<file path="src/rtl/ipg_pkg.sv">
`default_nettype none
// ----------------------------------------------------------------------------
// ipg_pkg: shared definitions for the integer partition generator
// Field widths, command and status codes, register indexes, controller
// states and the command and status bundles between controller and datapath.
// ----------------------------------------------------------------------------
package ipg_pkg;

	localparam int MAX_TOTAL_DEFAULT = 64;

	localparam int PART_W    = 7;
	localparam int CFG_W     = 7;
	localparam int LIMIT_W   = 31;
	localparam int ROWS_W    = 32;
	localparam int STATUS_W  = 2;
	localparam int CFG_IDX_W = 2;

	typedef enum logic {
		CMD_LOAD    = 1'b0,
		CMD_ADVANCE = 1'b1
	} command_t;

	typedef enum logic [STATUS_W-1:0] {
		STAT_ROW      = 2'd0,
		STAT_SKIPPED  = 2'd1,
		STAT_FINISHED = 2'd2
	} status_t;

	typedef enum logic [CFG_IDX_W-1:0] {
		REG_TOTAL_VALUE = 2'd0,
		REG_MAX_PARTS   = 2'd1,
		REG_MIN_FIRST   = 2'd2,
		REG_ROW_LIMIT   = 2'd3
	} cfg_reg_t;

	// Read port address selection of the part store.
	typedef enum logic [2:0] {
		RD_NONE,
		RD_FIRST,
		RD_TAIL,
		RD_EMIT_SAME,
		RD_EMIT_NEXT
	} rd_sel_t;

	typedef enum logic [2:0] {
		S_IDLE,
		S_ADV_HEAD,
		S_ADV_CHECK,
		S_REFILL,
		S_LOAD_ROW,
		S_STEP_ROW,
		S_EMIT,
		S_MARK
	} state_t;

	typedef struct packed {
		logic    do_load;
		logic    latch_first;
		logic    step_go;
		logic    refill_go;
		logic    count_row;
		logic    emit_init;
		logic    emit_load;
		logic    mark_load;
		status_t mark_code;
		rd_sel_t rd_sel;
	} dp_cmd_t;

	typedef struct packed {
		logic load_open;
		logic finished;
		logic chk_fail;
		logic chk_two;
		logic refill_more;
		logic too_long;
		logic emit_last;
	} dp_stat_t;

endpackage
`default_nettype wire

</file>
<file path="src/rtl/ipg_ctrl.sv">
`default_nettype none
// ----------------------------------------------------------------------------
// ipg_ctrl: sequencing controller
// Accepts input transactions, walks the datapath through the check, refill
// and row emission steps, and owns the valid flag of the output register.
// ----------------------------------------------------------------------------
module ipg_ctrl (
	input  wire logic             clk,
	input  wire logic             arst_n,
	input  wire logic             in_valid,
	input  wire logic             command,
	input  wire logic             load_last,
	input  wire logic             out_ready,
	input  wire ipg_pkg::dp_stat_t stat,
	output logic                  in_ready,
	output logic                  out_valid,
	output ipg_pkg::dp_cmd_t      cmd
);

	ipg_pkg::state_t  state_q, state_d;
	ipg_pkg::status_t mark_q, mark_d;
	logic             out_valid_q, out_valid_d;
	logic             out_free;

	assign out_free  = !out_valid_q || out_ready;
	assign out_valid = out_valid_q;

	always_ff @(posedge clk or negedge arst_n) begin
		if (!arst_n) begin
			state_q     <= ipg_pkg::S_IDLE;
			mark_q      <= ipg_pkg::STAT_ROW;
			out_valid_q <= 1'b0;
		end else begin
			state_q     <= state_d;
			mark_q      <= mark_d;
			out_valid_q <= out_valid_d;
		end
	end

	always_comb begin
		state_d       = state_q;
		mark_d        = mark_q;
		in_ready      = 1'b0;
		cmd           = '0;
		cmd.mark_code = mark_q;
		cmd.rd_sel    = ipg_pkg::RD_NONE;
		unique case (state_q)
			ipg_pkg::S_IDLE: begin
				in_ready = 1'b1;
				if (in_valid) begin
					if (command == ipg_pkg::CMD_LOAD) begin
						cmd.do_load = 1'b1;
						if (load_last) begin
							state_d = ipg_pkg::S_LOAD_ROW;
						end
					end else if (!stat.load_open) begin
						if (stat.finished) begin
							mark_d  = ipg_pkg::STAT_FINISHED;
							state_d = ipg_pkg::S_MARK;
						end else begin
							cmd.rd_sel = ipg_pkg::RD_FIRST;
							state_d    = ipg_pkg::S_ADV_HEAD;
						end
					end
				end
			end
			ipg_pkg::S_ADV_HEAD: begin
				cmd.latch_first = 1'b1;
				cmd.rd_sel      = ipg_pkg::RD_TAIL;
				state_d         = ipg_pkg::S_ADV_CHECK;
			end
			ipg_pkg::S_ADV_CHECK: begin
				cmd.step_go = 1'b1;
				if (stat.chk_fail) begin
					mark_d  = ipg_pkg::STAT_FINISHED;
					state_d = ipg_pkg::S_MARK;
				end else if (stat.chk_two) begin
					state_d = ipg_pkg::S_STEP_ROW;
				end else begin
					state_d = ipg_pkg::S_REFILL;
				end
			end
			ipg_pkg::S_REFILL: begin
				cmd.refill_go = 1'b1;
				if (!stat.refill_more) begin
					state_d = ipg_pkg::S_STEP_ROW;
				end
			end
			ipg_pkg::S_LOAD_ROW, ipg_pkg::S_STEP_ROW: begin
				if (stat.too_long) begin
					mark_d  = ipg_pkg::STAT_SKIPPED;
					state_d = ipg_pkg::S_MARK;
				end else begin
					cmd.count_row = (state_q == ipg_pkg::S_STEP_ROW);
					cmd.emit_init = 1'b1;
					cmd.rd_sel    = ipg_pkg::RD_FIRST;
					state_d       = ipg_pkg::S_EMIT;
				end
			end
			ipg_pkg::S_EMIT: begin
				if (out_free) begin
					cmd.emit_load = 1'b1;
					cmd.rd_sel    = ipg_pkg::RD_EMIT_NEXT;
					if (stat.emit_last) begin
						state_d = ipg_pkg::S_IDLE;
					end
				end else begin
					cmd.rd_sel = ipg_pkg::RD_EMIT_SAME;
				end
			end
			ipg_pkg::S_MARK: begin
				if (out_free) begin
					cmd.mark_load = 1'b1;
					state_d       = ipg_pkg::S_IDLE;
				end
			end
		endcase

		if (cmd.emit_load || cmd.mark_load) begin
			out_valid_d = 1'b1;
		end else if (out_ready) begin
			out_valid_d = 1'b0;
		end else begin
			out_valid_d = out_valid_q;
		end
	end

endmodule
`default_nettype wire

</file>
<file path="src/rtl/ipg_datapath.sv">
`default_nettype none
// ----------------------------------------------------------------------------
// ipg_datapath: part store, configuration and successor arithmetic
// Holds the partition in a single-port-read memory, performs one refill
// write per cycle and drives the output payload register.
// ----------------------------------------------------------------------------
module ipg_datapath #(
	parameter int MAX_TOTAL = ipg_pkg::MAX_TOTAL_DEFAULT
) (
	input  wire logic                            clk,
	input  wire logic                            arst_n,
	input  wire logic                            cfg_we,
	input  wire logic [ipg_pkg::CFG_IDX_W-1:0]   cfg_index,
	input  wire logic [ipg_pkg::LIMIT_W-1:0]     cfg_data,
	input  wire logic [ipg_pkg::PART_W-1:0]      part_value,
	input  wire logic                            load_last,
	input  wire ipg_pkg::dp_cmd_t                cmd,
	output ipg_pkg::dp_stat_t                    stat,
	output logic [ipg_pkg::PART_W-1:0]           part,
	output logic                                 row_end,
	output logic [ipg_pkg::STATUS_W-1:0]         status
);

	localparam int IW = $clog2(MAX_TOTAL + 1);
	localparam int TW = ipg_pkg::PART_W + 1;
	localparam logic [IW-1:0] MAX_IDX = IW'(MAX_TOTAL);
	localparam logic [ipg_pkg::CFG_W-1:0] MAX_CFG = ipg_pkg::CFG_W'(MAX_TOTAL);

	// Configuration registers.
	logic [ipg_pkg::CFG_W-1:0]   total_q, maxp_q, minf_q;
	logic [ipg_pkg::LIMIT_W-1:0] limit_q;

	// Partition state. Entries above top_q read as one.
	logic [ipg_pkg::PART_W-1:0] store_mem [0:MAX_TOTAL];
	logic [IW-1:0]              top_q, tail_q, count_q;
	logic [ipg_pkg::ROWS_W-1:0] rows_q;
	logic                       fin_q, open_q;

	// Working registers.
	logic [ipg_pkg::PART_W-1:0] rd_q, p1_q, r_q;
	logic                       ones_q;
	logic [TW-1:0]              t_q;
	logic [IW-1:0]              emit_i_q;
	logic [ipg_pkg::PART_W-1:0] part_q;
	logic                       row_end_q;
	ipg_pkg::status_t           status_q;

	logic [IW-1:0]              k_len, cap_len;
	logic [IW-1:0]              base_count, base_tail, new_count, h_inc;
	logic                       store_ok, h_bad, h_lt;
	logic [ipg_pkg::PART_W-1:0] rd_val, r_new;
	logic [TW-1:0]              m_plus1, h_ext, t_new;
	logic [ipg_pkg::ROWS_W-1:0] rows_inc;
	logic [IW:0]                emit_plus2;

	logic                       we, rd_en;
	logic [IW-1:0]              waddr, raddr;
	logic [ipg_pkg::PART_W-1:0] wdata;

	// Clamped row length and load capacity.
	always_comb begin
		if (maxp_q == '0) begin
			k_len = IW'(1);
		end else if (maxp_q > MAX_CFG) begin
			k_len = MAX_IDX;
		end else begin
			k_len = maxp_q[IW-1:0];
		end
		if (total_q == '0) begin
			cap_len = IW'(1);
		end else if (total_q > MAX_CFG) begin
			cap_len = MAX_IDX;
		end else begin
			cap_len = total_q[IW-1:0];
		end
	end

	assign rd_val     = ones_q ? ipg_pkg::PART_W'(1) : rd_q;
	assign base_count = open_q ? count_q : '0;
	assign base_tail  = open_q ? tail_q : IW'(1);
	assign store_ok   = ipg_pkg::CFG_W'(base_count) < ipg_pkg::CFG_W'(cap_len);
	assign new_count  = base_count + IW'(1);

	assign h_bad   = (tail_q == '0) || (tail_q > MAX_IDX);
	assign h_lt    = tail_q < MAX_IDX;
	assign h_inc   = tail_q + IW'(1);
	assign r_new   = rd_val - ipg_pkg::PART_W'(1);
	assign m_plus1 = TW'(count_q) + TW'(1);
	assign h_ext   = TW'(tail_q);
	assign t_new   = (m_plus1 >= h_ext) ? (m_plus1 - h_ext) : '0;

	assign rows_inc   = rows_q + ipg_pkg::ROWS_W'(1);
	assign emit_plus2 = (IW + 1)'(emit_i_q) + (IW + 1)'(2);

	assign stat.load_open   = open_q;
	assign stat.finished    = fin_q;
	assign stat.chk_fail    = (p1_q < minf_q) || (p1_q <= ipg_pkg::PART_W'(1)) || h_bad
		|| (rd_val < ipg_pkg::PART_W'(2));
	assign stat.chk_two     = rd_val == ipg_pkg::PART_W'(2);
	assign stat.refill_more = (t_q >= TW'(r_q)) && h_lt;
	assign stat.too_long    = count_q > k_len;
	assign stat.emit_last   = emit_i_q == (k_len - IW'(1));

	// Single write port.
	always_comb begin
		we    = 1'b0;
		waddr = tail_q;
		wdata = r_q;
		if (cmd.do_load && store_ok) begin
			we    = 1'b1;
			waddr = new_count;
			wdata = part_value;
		end else if (cmd.step_go && !stat.chk_fail) begin
			we    = 1'b1;
			waddr = tail_q;
			wdata = stat.chk_two ? ipg_pkg::PART_W'(1) : r_new;
		end else if (cmd.refill_go) begin
			if (stat.refill_more) begin
				we    = 1'b1;
				waddr = h_inc;
				wdata = r_q;
			end else if ((t_q > TW'(1)) && h_lt) begin
				we    = 1'b1;
				waddr = h_inc;
				wdata = t_q[ipg_pkg::PART_W-1:0];
			end
		end
	end

	// Single read port.
	always_comb begin
		rd_en = 1'b1;
		raddr = '0;
		unique case (cmd.rd_sel)
			ipg_pkg::RD_NONE:      rd_en = 1'b0;
			ipg_pkg::RD_FIRST:     raddr = IW'(1);
			ipg_pkg::RD_TAIL:      raddr = h_bad ? '0 : tail_q;
			ipg_pkg::RD_EMIT_SAME: raddr = emit_i_q + IW'(1);
			ipg_pkg::RD_EMIT_NEXT: begin
				raddr = (emit_plus2 > (IW + 1)'(MAX_TOTAL)) ? '0 : emit_plus2[IW-1:0];
			end
			default:               rd_en = 1'b0;
		endcase
	end

	always_ff @(posedge clk) begin
		if (we) begin
			store_mem[waddr] <= wdata;
		end
		if (rd_en) begin
			rd_q   <= store_mem[raddr];
			ones_q <= raddr > top_q;
		end
	end

	always_ff @(posedge clk or negedge arst_n) begin
		if (!arst_n) begin
			total_q <= ipg_pkg::CFG_W'(1);
			maxp_q  <= ipg_pkg::CFG_W'(1);
			minf_q  <= ipg_pkg::CFG_W'(1);
			limit_q <= '0;
			top_q   <= '0;
			tail_q  <= IW'(1);
			count_q <= '0;
			rows_q  <= ipg_pkg::ROWS_W'(1);
			fin_q   <= 1'b0;
			open_q  <= 1'b0;
		end else begin
			if (cfg_we) begin
				unique case (ipg_pkg::cfg_reg_t'(cfg_index))
					ipg_pkg::REG_TOTAL_VALUE: total_q <= cfg_data[ipg_pkg::CFG_W-1:0];
					ipg_pkg::REG_MAX_PARTS:   maxp_q  <= cfg_data[ipg_pkg::CFG_W-1:0];
					ipg_pkg::REG_MIN_FIRST:   minf_q  <= cfg_data[ipg_pkg::CFG_W-1:0];
					ipg_pkg::REG_ROW_LIMIT:   limit_q <= cfg_data;
				endcase
			end

			// A stored load part sets the top of the written range; refill
			// writes only ever extend it.
			if (cmd.do_load && store_ok) begin
				top_q <= new_count;
			end else if (we && (waddr > top_q)) begin
				top_q <= waddr;
			end

			if (cmd.do_load) begin
				if (!open_q) begin
					rows_q <= ipg_pkg::ROWS_W'(1);
					fin_q  <= 1'b0;
				end
				open_q <= !load_last;
				if (store_ok) begin
					count_q <= new_count;
					tail_q  <= (part_value > ipg_pkg::PART_W'(1)) ? new_count : base_tail;
				end else begin
					count_q <= base_count;
					tail_q  <= base_tail;
				end
			end

			if (cmd.step_go) begin
				if (stat.chk_fail) begin
					fin_q <= 1'b1;
				end else if (stat.chk_two) begin
					count_q <= (count_q < MAX_IDX) ? count_q + IW'(1) : count_q;
					tail_q  <= tail_q - IW'(1);
				end
			end

			if (cmd.refill_go) begin
				if (stat.refill_more) begin
					tail_q <= h_inc;
				end else begin
					if (t_q == '0) begin
						count_q <= tail_q;
					end else begin
						count_q <= h_lt ? h_inc : MAX_IDX;
					end
					if ((t_q > TW'(1)) && h_lt) begin
						tail_q <= h_inc;
					end
				end
			end

			if (cmd.count_row) begin
				rows_q <= rows_inc;
				if (rows_inc == ipg_pkg::ROWS_W'(limit_q)) begin
					fin_q <= 1'b1;
				end
			end
		end
	end

	always_ff @(posedge clk) begin
		if (cmd.latch_first) begin
			p1_q <= rd_val;
		end
		if (cmd.step_go && !stat.chk_fail && !stat.chk_two) begin
			r_q <= r_new;
			t_q <= t_new;
		end else if (cmd.refill_go && stat.refill_more) begin
			t_q <= t_q - TW'(r_q);
		end
		if (cmd.emit_init) begin
			emit_i_q <= '0;
		end else if (cmd.emit_load) begin
			emit_i_q <= emit_i_q + IW'(1);
		end
		if (cmd.emit_load) begin
			part_q    <= (emit_i_q < count_q) ? rd_val : '0;
			row_end_q <= stat.emit_last;
			status_q  <= ipg_pkg::STAT_ROW;
		end else if (cmd.mark_load) begin
			part_q    <= '0;
			row_end_q <= 1'b1;
			status_q  <= cmd.mark_code;
		end
	end

	assign part    = part_q;
	assign row_end = row_end_q;
	assign status  = status_q;

endmodule
`default_nettype wire

</file>
<file path="src/rtl/integer_partition_generator.sv">
`default_nettype none
// ----------------------------------------------------------------------------
// integer_partition_generator: ZS1 integer partition generator
// Loads a start partition part by part, then steps through the partitions
// of total_value in reverse lexicographic order, one per advance, emitting
// each as a zero-padded row of max_parts parts.
// ----------------------------------------------------------------------------
//
//  Channel  Handshake          Payload                      Direction
//  -------  -----------------  ---------------------------  ---------
//  input    in_valid/in_ready  command, part_value,         in
//                              load_last
//  output   out_valid/out_ready part, row_end, status       out
//  config   cfg_we             cfg_index, cfg_data          in
//
// The part store has one write and one read port, so the refill writes
// one part per cycle and the row streams out one part per cycle through
// the registered read port while the output is not stalled.
// Markers (skipped or finished) pass through the marker state into the
// output register.
// Reset clears the controller, counters and configuration to their
// defaults; the part store itself is not cleared.
// A stalled output holds the row in place; the next input transaction is
// taken as soon as the last result of the previous one is in the output
// register, even if that result has not yet been taken.
// ----------------------------------------------------------------------------
module integer_partition_generator #(
	parameter int MAX_TOTAL = ipg_pkg::MAX_TOTAL_DEFAULT
) (
	input  wire logic                          clk,
	input  wire logic                          arst_n,
	input  wire logic                          in_valid,
	output logic                               in_ready,
	input  wire logic                          command,
	input  wire logic [ipg_pkg::PART_W-1:0]    part_value,
	input  wire logic                          load_last,
	output logic                               out_valid,
	input  wire logic                          out_ready,
	output logic [ipg_pkg::PART_W-1:0]         part,
	output logic                               row_end,
	output logic [ipg_pkg::STATUS_W-1:0]       status,
	input  wire logic                          cfg_we,
	input  wire logic [ipg_pkg::CFG_IDX_W-1:0] cfg_index,
	input  wire logic [ipg_pkg::LIMIT_W-1:0]   cfg_data
);

	// Command and status bundles between the sequencer and the datapath.
	ipg_pkg::dp_cmd_t  dp_cmd;
	ipg_pkg::dp_stat_t dp_stat;

	// The controller decides the order of work: check the head and tail
	// parts, refill the tail one part per cycle, then stream the row or
	// raise a marker.
	ipg_ctrl u_ctrl (
		.clk       (clk),
		.arst_n    (arst_n),
		.in_valid  (in_valid),
		.command   (command),
		.load_last (load_last),
		.out_ready (out_ready),
		.stat      (dp_stat),
		.in_ready  (in_ready),
		.out_valid (out_valid),
		.cmd       (dp_cmd)
	);

	// The datapath owns the part store, the configuration registers and the
	// output payload register.
	ipg_datapath #(
		.MAX_TOTAL (MAX_TOTAL)
	) u_datapath (
		.clk        (clk),
		.arst_n     (arst_n),
		.cfg_we     (cfg_we),
		.cfg_index  (cfg_index),
		.cfg_data   (cfg_data),
		.part_value (part_value),
		.load_last  (load_last),
		.cmd        (dp_cmd),
		.stat       (dp_stat),
		.part       (part),
		.row_end    (row_end),
		.status     (status)
	);

endmodule
`default_nettype wire

</file>
<file path="config.mk">
export PLATFORM = sky130hd
export DESIGN_NAME = integer_partition_generator
export DESIGN_NICKNAME = d
export VERILOG_FILES = /design/src/rtl/ipg_pkg.sv /design/src/rtl/ipg_ctrl.sv /design/src/rtl/ipg_datapath.sv /design/src/rtl/integer_partition_generator.sv
export SDC_FILE = /design/constraint.sdc
export NUM_CORES = 1
export LEC_CHECK = 0
export BUFFER_PORTS_ARGS = -buffer_cell sky130_fd_sc_hd__clkbuf_2
export CORE_ASPECT_RATIO = 1.25
export CORE_MARGIN = 3
export CORE_UTILIZATION = 25
export DETAILED_ROUTE_END_ITERATION = 12
export GPL_TIMING_DRIVEN = 0
export PLACE_DENSITY_LB_ADDON = 0.12
export SLEW_MARGIN = 30
export SYNTH_ARGS = -nofsm -noshare
export SYNTH_HDL_FRONTEND = slang
export SYNTH_HIERARCHICAL = 1
export SYNTH_SLANG_ARGS = --single-unit
</file>
<file path="constraint.sdc">
create_clock -name clk -period 7.55 [get_ports clk]
set_clock_uncertainty 0.05 [all_clocks]
set_input_delay 0.3775 -clock clk [delete_from_list [all_inputs] [get_ports clk]]
set_output_delay 0.3775 -clock clk [all_outputs]
set_load 0.02 [all_outputs]
</file>
==> impl_metrics.env, run 1 <==
export IMPL_initial_core_util=0.252
export IMPL_core_region_area_sq_um=118000
export IMPL_clk_path_buf_depth=3
export IMPL_clk_pin_slew_ns=0.06
export IMPL_worst_path_max_fanout=10
export IMPL_finalSetupViolCount=0
export IMPL_cts_resized=0
export IMPL_drt_iter0_markers=1837
export IMPL_worstHoldStart="cfg_data[5]"
export IMPL_hold_violations=0
export IMPL_rr_startpoint="u_datapath/maxp_q[3]"
export IMPL_cap_violations=0
export IMPL_setup_tns_ns=0
export IMPL_fmax_mhz=138
export IMPL_place_area_sq_um=32700
export IMPL_syn_to_final_growth_pct=18.8
export IMPL_period_needed_ns=7.24
export IMPL_stdcell_area_sq_um=35500
export IMPL_nets=2832
export IMPL_ys_seq_elements=615
export IMPL_die_w_um=315
export IMPL_post_drt_wl_per_cell_um=28.1
export IMPL_layout_drive_gt1_share=0.131
export IMPL_synth_top_family_by_area="simple AND/OR/NAND/NOR gates"
export IMPL_p_leak_nw=12.5
export IMPL_grt_met3_usage=0.0297
export IMPL_hold_path_class="input port to register"
export IMPL_cp_arrival_ns=7.63
export IMPL_ant_nets=0
export IMPL_synth_distinct_cells=95
export IMPL_synth_warning_count=6
export IMPL_synth_simple_area_share=0.138
export IMPL_synth_compound_area_share=0.133
export IMPL_grt_util_met1=0.229
export IMPL_synthAdderAreaFrac=0.0293
export IMPL_power_density_nw_per_um2=421
export IMPL_syn_instance_count=2536
export IMPL_clock_latency_ns=0.68
export IMPL_grt_pass1_wl_um=172000
export IMPL_post_cts_repair_setup_buffers=0
export IMPL_finalMaxSlewViolations=0
export IMPL_dieArea_sq_um=124000
export IMPL_netlist_top_cells_count="edfxtp_1, nand2_1, nor2_1, a211oi_1, and3_1"
export IMPL_synth_top_cell_by_area="edfxtp_1"
export IMPL_route_detailed_drc=0
export IMPL_clockRootBuffer="clkbuf_16"
export IMPL_die_h_um=392
export IMPL_ys_seq_area_frac=0.597
export IMPL_ys_top_cells_by_area="edfxtp_1, dfrtp_1, nand2_1"
export IMPL_h_tree_depth=3
export IMPL_grt_met2_usage=0.343
export IMPL_synthXorXnorAreaFrac=0.0276
export IMPL_max_slew_margin=0.227
export IMPL_worstSetupPathType="register to register"
export IMPL_synthArstFlopShare=0.184
export IMPL_syn_avg_cell_area_sq_um=11.8
export IMPL_ir_drop_mv=0.191
export IMPL_wl_um=122000
export IMPL_detailed_place_hpwl_um=87200
export IMPL_outcome="completed"
export IMPL_grt_pass1_vias=22800
export IMPL_antenna_found_initial=2
export IMPL_synth_edff_count=493
export IMPL_rsz0062_at_grt="false"
export IMPL_netlist_area_leader_share=0.496
export IMPL_via_count=22500
export IMPL_syn_area_sq_um=29900
export IMPL_io_pins=59
export IMPL_place_congestion=0.889
export IMPL_cts_sinks=615
export IMPL_synth_ff_type="edfxtp_1"
export IMPL_drtPass1Iterations=5
export IMPL_start_kind="register"
export IMPL_fin_crit_sh=0.959
export IMPL_row_count=141
export IMPL_grtUsageTotal=0.195
export IMPL_cts_made_buffers=74
export IMPL_grt_remaining_overflow=0
export IMPL_synthMuxAreaShare=0.0387
export IMPL_cp_required_ns=7.94
export IMPL_io_buffer_count=58
export IMPL_cts_tree="done"
export IMPL_grt_busiest_layer="met2"
export IMPL_synth_most_common_cell="edfxtp_1"
export IMPL_crit_path_start="u_datapath/maxp_q[3]"
export IMPL_worstMarginPinSlew_ns=1.16
export IMPL_end_kind="register"
export IMPL_synth_nets=2651
export IMPL_hold_worst_slack_ns=0.0513
export IMPL_avgViaCountPerCell=5.16
export IMPL_grt_max_degree=73
-- final cells by class --
type	instances	area [sq um]
inverters	87	329
plain buffers	158	769
well taps	1573	1970
clock inverters	40	454
flip-flops and latches	615	17800
diodes	3	7.51
repair buffers	105	1050
multi-input cells	1676	11100
clock buffers	96	2020
fillers	12200	82900
-- what timing repair did --
action                                  CTS  global route
hold buffers                             30             0
hold endpoints to repair                 72             0
endpoints found under the setup margin    0             0
-- kinds of logic after synthesis --
logic type,after synthesis
AO/OA/AOI/OAI,564
XOR/XNOR,94
adder cells (fa/ha/maj),69
buffers and inverters,245
flip-flops,615
multiplexers,107
AND/OR/NAND/NOR,842
-- layout by cell type, fill, tap and decap left out, drive strengths merged, types with 13 or more instances in the layout --
cell type and instances:
mux2i 42, nor4 17, mux2 65, nand4 31, o31ai 24, dlygate4sd3 30
xor2 32, xnor2 62, a22oi 13, dfrtp 108, clkinv 32, edfxtp 493
clkbuf 246, nor2b 17, nor2 168, nand2b 18, inv 87, o21ai 88
a31oi 40, a21o 26, o21a 17, nand2 289, and3 115, a21oi 75
o22ai 16, a211oi 128, a311oi 46, nor3 34, nand3 76, buf 83
ha 66
-- registers in the layout (all words and copies together) (netlist names), 8 cells and up --
signal and count:
u_datapath/store_mem 455, u_datapath/rows_q 32, u_datapath/limit_q 31, u_datapath/t_q 8
-- routing by layer --
| metal | vias up | routed length (um) |
|---|---|---|
| met3 | 244 | 6090 |
| met1 | 11500 | 48700 |
| met2 | 807 | 61100 |
| li1 | 9973 | - |
| met4 | 0 | 6550 |
| met5 | - | 0 |
-- path summary, 6_finish.rpt --
check	slack [ns]	cells past startpoint	to
max	0.31	23	u_datapath/rd_q[3]
min in group asynchronous	0.18	2	u_datapath/total_q[6]
min	0.05	2	u_datapath/maxp_q[5]
min reg2reg	0.46	1	u_datapath/top_q[2]
max reg2reg	0.31	23	u_datapath/rd_q[3]
max in group asynchronous	6.50	3	u_datapath/rows_q[0]
-- report_power, final --
part | total (W) | switching (W) | leakage, nW | internal [W]
combinational | 0.00671 | 0.00466 | 5.40 | 0.00205
clock | 0.00365 | 0.00156 | 1.18 | 0.00209
sequential | 0.00459 | 0.000330 | 5.90 | 0.00426
total | 0.0150 | 0.00655 | 12.5 | 0.00840
-- critical path: stages (launching register included) --
cell,delay [ns]
dfrtp_1,0.45
nor3_1,0.33
a21oi_1,0.11
nor2_1,0.25
ha_1,0.21
inv_1,0.04
a21o_1,0.17
a21oi_1,0.14
o21ai_0,0.09
o22a_1,0.27
o22ai_1,0.18
nand2_1,0.07
o21ai_0,0.11
buf_6,0.19
nor3b_1,0.09
a2bb2oi_1,0.74
clkbuf_1,0.88
clkbuf_1,0.73
and3_1,0.27
a211oi_1,0.05
a211oi_1,0.71
a211oi_1,0.20
and4b_1,0.33
a211oi_1,0.32
-- per-stage QoR --
stage / power [W] / utilization / instances / setup slack, ns
final: 0.0150 / 0.300 / 4353 / 0.311
after global routing: 0.0156 / 0.300 / 4350 / 0.141
after CTS: 0.0150 / 0.300 / 4350 / 0.407
after detailed placement: 0.0113 / 0.276 / 4184 / 0.439
after global placement: 0.0112 / 0.271 / 4167 / -2.93
after floorplan: 0.00824 / - / 2536 / 1.97
No activity file was read; power rests on OpenSTA's default activity.
==> inputs of run 2 (changes only) <==
==> constraint.sdc (replaced) <==
create_clock -name clk -period 7.55 [get_ports clk]
set_clock_uncertainty 0.05 [all_clocks]
set_input_delay 0.755 -clock clk [delete_from_list [all_inputs] [get_ports clk]]
set_output_delay 0.755 -clock clk [all_outputs]
set_load 0.02 [all_outputs]
==> impl_metrics.env, run 2 (synthesis results as in run 1) <==
export IMPL_outcome="completed"
export IMPL_clk_pin_slew_ns=0.06
export IMPL_nets=2803
export IMPL_cts_made_buffers=74
export IMPL_mostFrequentLayoutCell="edfxtp_1"
export IMPL_setup_tns_ns=0
export IMPL_clockRootBuffer="clkbuf_16"
export IMPL_dieArea_sq_um=124000
export IMPL_grtUsageTotal=0.195
export IMPL_place_area_sq_um=32700
export IMPL_largest_register_ffs=455
export IMPL_finalMaxSlewViolations=0
export IMPL_start_kind="register"
export IMPL_rsz0062_at_grt="false"
export IMPL_die_h_um=392
export IMPL_cts_sinks=615
export IMPL_cp_required_ns=7.94
export IMPL_clock_latency_ns=0.68
export IMPL_hold_path_class="input port to register"
export IMPL_power_switching_w=0.00656
export IMPL_top_register="u_datapath/store_mem"
export IMPL_wl_um=122000
export IMPL_route_detailed_drc=0
export IMPL_reg_largest_list="u_datapath/store_mem (455), u_datapath/rows_q (32), u_datapath/limit_q (31)"
export IMPL_cp_arrival_ns=7.60
export IMPL_io_buffer_count=58
export IMPL_die_w_um=315
export IMPL_cts_tree="done"
export IMPL_worstSetupPathType="register to register"
export IMPL_worstMarginPinSlew_ns=1.09
export IMPL_post_drt_wl_per_cell_um=28.3
export IMPL_syn_to_final_growth_pct=17.9
export IMPL_post_cts_repair_setup_buffers=0
export IMPL_initial_core_util=0.252
export IMPL_stdcell_area_sq_um=35200
export IMPL_power_frac_clock=0.245
export IMPL_via_count=22300
export IMPL_p_leak_nw=12.4
export IMPL_grt_remaining_overflow=0
export IMPL_power_frac_seq=0.307
export IMPL_grt_pass1_wl_um=172000
export IMPL_core_region_area_sq_um=118000
export IMPL_io_pins=59
export IMPL_cap_violations=0
export IMPL_drtPass1Iterations=6
export IMPL_place_congestion=0.889
export IMPL_antenna_found_initial=2
export IMPL_period_needed_ns=7.21
export IMPL_fin_crit_sh=0.955
export IMPL_hold_violations=0
export IMPL_cpPeakStageDelay_ns=0.87
export IMPL_ant_nets=0
export IMPL_h_tree_depth=3
export IMPL_worst_path_max_fanout=10
export IMPL_hold_worst_slack_ns=0.269
export IMPL_ir_drop_mv=0.190
export IMPL_clk_path_buf_depth=3
export IMPL_num_fill_cells=12200
export IMPL_detailed_place_hpwl_um=87200
export IMPL_power_density_nw_per_um2=425
export IMPL_swShare=0.439
export IMPL_fmax_mhz=139
export IMPL_end_kind="register"
export IMPL_final_cell_mix="edfxtp_1, nand2_1, nor2_1, a211oi_1, and3_1"
export IMPL_finalSetupViolCount=0
export IMPL_avgViaCountPerCell=5.17
export IMPL_layout_drive_gt1_share=0.133
export IMPL_power_w=0.0149
export IMPL_p_comb_frac=0.449
export IMPL_cpMaxStageDelayCell="clkbuf_1"
export IMPL_row_count=141
export IMPL_drt_iter0_markers=1946
export IMPL_max_slew_margin=0.272
export IMPL_grt_pass1_vias=22700
export IMPL_cp_common_cell="a211oi_1"
export IMPL_power_internal_w=0.00839
export IMPL_grt_max_degree=73
export IMPL_path_cells="nor3_1 -> a21oi_1 -> nor2_1 -> ha_1 -> inv_1 -> a21o_1 -> a21oi_1 -> o21ai_0 -> o22a_1 -> o22ai_1 -> nand2_1 -> o21ai_0 -> buf_6 -> nor3b_1 -> a2bb2oi_1 -> clkbuf_1 -> clkbuf_1 -> and3_1 -> a211oi_1 -> a211oi_1 -> a211oi_1 -> and4b_1 -> a211oi_1"
run 2: final timing paths:
check	start	to	slack [ns]	depth (start not counted)
max in group asynchronous	arst_n	u_datapath/rows_q[0]	6.12	3
min in group asynchronous	arst_n	u_datapath/total_q[6]	0.56	2
min reg2reg	u_datapath/top_q[2]	u_datapath/top_q[2]	0.46	1
max reg2reg	u_datapath/maxp_q[3]	u_datapath/rd_q[3]	0.34	23
min	load_last	u_datapath/open_q	0.27	2
max	u_datapath/maxp_q[3]	u_datapath/rd_q[3]	0.34	23
run 2: worst max-delay path: cells and delay by family, from the launching register on:
family          cells  cell delay (ns)
fa+ha+maj           1             0.21
compound gates     12             3.09
flops               1             0.45
simple gates        6             1.33
buf+inv             4             1.83
run 2: layout make-up:
class	instances	area, sq um	area share
Clock inverter	40	454	0.0129
Sequential cell	615	17800	0.506
Timing Repair Buffer	76	762	0.0216
Antenna cell	3	7.51	0.000213
Tap cell	1573	1970	0.0559
Inverter	87	329	0.00935
Buffer	158	769	0.0219
Clock buffer	96	2020	0.0574
Multi-Input combinational cell	1676	11100	0.314
run 2: what timing repair did:
action / in CTS / in global routing
hold buffers: 1 / 0
setup endpoints to repair: 0 / 0
endpoints found under the hold margin: 37 / 0
gates resized for setup: 0 / 0
run 2: power groups by stage:
stage	clock network [W]	registers [W]	logic [W]
2_1_floorplan	0	0.00458	0.00367
6_report	0.00366	0.00459	0.00671
3_3_place_gp	0	0.00471	0.00645
3_5_place_dp	0	0.00466	0.00664
4_1_cts	0.00377	0.00459	0.00668
5_1_grt	0.00389	0.00463	0.00707
run 2: through the flow:
stage / setup slack [ns] / utilization / instances
2_1_floorplan: 1.97 / - / 2536
3_3_place_gp: -2.93 / 0.271 / 4167
3_5_place_dp: 0.439 / 0.276 / 4184
4_1_cts: 0.407 / 0.297 / 4321
5_1_grt: 0.141 / 0.297 / 4321
6_report: 0.338 / 0.297 / 4324
run 2: per-layer routing:
layer / global-route usage / vias to the layer above / part of all wire
met2: 0.342 / 833 / 0.50
met1: 0.229 / 11400 / 0.39
met5: 0 / - / 0
met3: 0.0299 / 239 / 0.054
met4: 0.0995 / 0 / 0.053
li1: - / 9906 / -
==> inputs of run 3 (changes only) <==
--- a/config.mk
+++ b/config.mk
@@ -12,6 +12,7 @@
 export DETAILED_ROUTE_END_ITERATION = 12
 export GPL_TIMING_DRIVEN = 0
 export PLACE_DENSITY_LB_ADDON = 0.12
+export RECOVER_POWER = 50
 export SLEW_MARGIN = 30
 export SYNTH_ARGS = -nofsm -noshare
 export SYNTH_HDL_FRONTEND = slang
==> impl_metrics.env, run 3 (synthesis results as in run 1) <==
export IMPL_hold_path_depth=2
export IMPL_top_register="u_datapath/store_mem"
export IMPL_cp_common_cell="a211oi_1"
export IMPL_cp_arrival_ns=7.59
export IMPL_violations="capacitance limit, slew limit"
export IMPL_multi_input_area_sq_um=11000
export IMPL_post_drt_wl_per_cell_um=28.3
export IMPL_syn_to_final_growth_pct=16.7
export IMPL_cp_required_ns=7.94
export IMPL_drt_iter0_markers=1909
export IMPL_final_cell_mix="edfxtp_1, nand2_1, nor2_1, clkbuf_1, a211oi_1"
export IMPL_rsz0062_at_grt="false"
export IMPL_cap_violations=5
export IMPL_r2r_slack_ns=0.35
export IMPL_p_leak_nw=12.2
export IMPL_die_w_um=315
export IMPL_reg_largest_list="u_datapath/store_mem (455), u_datapath/rows_q (32), u_datapath/limit_q (31)"
export IMPL_ant_nets=0
export IMPL_h_tree_depth=3
export IMPL_reg2regPathDepth=23
export IMPL_clock_latency_ns=0.68
export IMPL_hold_worst_slack_ns=0.271
export IMPL_outcome="complete, but fails checks"
export IMPL_mostFrequentLayoutCell="edfxtp_1"
export IMPL_period_needed_ns=7.20
export IMPL_worst_path_max_fanout=10
export IMPL_route_detailed_drc=0
export IMPL_max_slew_margin=-1.23
export IMPL_regToRegEndpoint="u_datapath/rd_q[3]"
export IMPL_place_congestion=0.889
export IMPL_num_fill_cells=12200
export IMPL_clk_pin_slew_ns=0.06
export IMPL_wl_um=122000
export IMPL_grt_remaining_overflow=0
export IMPL_drtPass1Iterations=8
export IMPL_via_count=22400
export IMPL_hold_path_class="input port to register"
export IMPL_nets=2803
export IMPL_io_pins=59
export IMPL_path_cells="nor3_1 -> a21oi_1 -> nor2_1 -> ha_1 -> inv_1 -> a21o_1 -> a21oi_1 -> o21ai_0 -> o22a_1 -> o22ai_1 -> nand2_1 -> o21ai_0 -> buf_6 -> nor3b_1 -> a2bb2oi_1 -> clkbuf_1 -> clkbuf_1 -> and3_1 -> a211oi_1 -> a211oi_1 -> a211oi_1 -> and4b_1 -> a211oi_1"
export IMPL_avgViaCountPerCell=5.18
export IMPL_post_cts_repair_setup_buffers=0
export IMPL_worstMarginPinSlew_ns=3.34
export IMPL_cpPeakStageDelay_ns=0.86
export IMPL_io_buffer_count=58
export IMPL_cts_tree="done"
export IMPL_initial_core_util=0.252
export IMPL_setup_tns_ns=0
export IMPL_die_h_um=392
export IMPL_detailed_place_hpwl_um=87200
export IMPL_end_kind="register"
export IMPL_grt_max_degree=73
export IMPL_core_region_area_sq_um=118000
export IMPL_fmax_mhz=139
export IMPL_finalSetupViolCount=0
export IMPL_power_density_nw_per_um2=425
export IMPL_worstSetupPathType="register to register"
export IMPL_clockRootBuffer="clkbuf_16"
export IMPL_grt_pass1_wl_um=172000
export IMPL_dieArea_sq_um=124000
export IMPL_worstHoldStart="load_last"
export IMPL_fin_crit_sh=0.954
export IMPL_antenna_found_initial=2
export IMPL_cpMaxStageDelayCell="clkbuf_1"
export IMPL_seqCellArea_sq_um=17800
export IMPL_cts_made_buffers=74
export IMPL_start_kind="register"
export IMPL_layout_drive_gt1_share=0.118
export IMPL_grt_pass1_vias=22700
export IMPL_clk_path_buf_depth=3
export IMPL_finalMaxSlewViolations=194
export IMPL_hold_violations=0
export IMPL_hold_end="u_datapath/open_q"
export IMPL_cts_sinks=615
export IMPL_largest_register_ffs=455
export IMPL_rr_startpoint="u_datapath/maxp_q[3]"
export IMPL_grtUsageTotal=0.195
export IMPL_row_count=141
export IMPL_ir_drop_mv=0.190
run 3: layer usage:
metal  global-route usage  wire [um]
met1                0.229      48000
met2                0.342      60700
met3               0.0299       6900
met4               0.0995       6580
met5                    0          0
run 3: power breakdown:
group / leakage [nW] / switching (W) / total, W / internal [W]
Sequential: 5.90 / 0.000328 / 0.00460 / 0.00427
Combinational: 5.09 / 0.00463 / 0.00657 / 0.00194
Clock: 1.18 / 0.00156 / 0.00365 / 0.00209
Total: 12.2 / 0.00652 / 0.0148 / 0.00830
run 3: how the worst max path moves through the flow:
| stage | from | endpoint | slack, ns | cells after the start |
|---|---|---|---|---|
| 2_1_floorplan | u_datapath/tail_q[0] | u_datapath/store_mem[0][0] | 1.97 | 11 |
| 6_report | u_datapath/maxp_q[3] | u_datapath/rd_q[3] | 0.35 | 23 |
| 5_1_grt | u_datapath/maxp_q[3] | u_datapath/rd_q[4] | 0.15 | 24 |
| 3_3_place_gp | u_datapath/tail_q[0] | u_datapath/store_mem[58][0] | -2.93 | 11 |
| 4_1_cts | u_datapath/maxp_q[3] | u_datapath/rd_q[4] | 0.41 | 24 |
| 3_5_place_dp | u_datapath/maxp_q[3] | u_datapath/rd_q[4] | 0.44 | 24 |
run 3: repair_timing:
item / CTS / global route
hold buffers: 1 / 0
gates resized for setup: 0 / 0
endpoints found under the hold margin: 37 / 0
run 3: metrics by stage:
stage | util | instance area, sq um | power, W | worst slack (ns) | std cells
after CTS | 0.297 | 35200 | 0.0150 | 0.407 | 4321
final | 0.294 | 34800 | 0.0148 | 0.350 | 4324
after floorplan | - | 29900 | 0.00824 | 1.97 | 2536
after global routing | 0.294 | 34800 | 0.0155 | 0.146 | 4321
after detailed placement | 0.276 | 32700 | 0.0113 | 0.439 | 4184
after global placement | 0.271 | 32100 | 0.0112 | -2.93 | 4167
run 3: area by class of cell:
cell class,instances,share of cell area
antenna,3,0.000215
buffer,158,0.0219
clock buffer,96,0.0580
clock inverter,40,0.0130
inverter,87,0.00944
multi-input combinational,1676,0.315
sequential,615,0.511
tap,1573,0.0565
timing repair buffer,76,0.0143
run 3: worst max-delay path: cells and delay by family, from the launching register on:
kind | cells | cell delay (ns)
AOI/OAI and AO/OA | 12 | 3.04
buffers and inverters | 4 | 1.86
and+or+nand+nor | 6 | 1.35
DFF | 1 | 0.45
adders and majority gates | 1 | 0.21
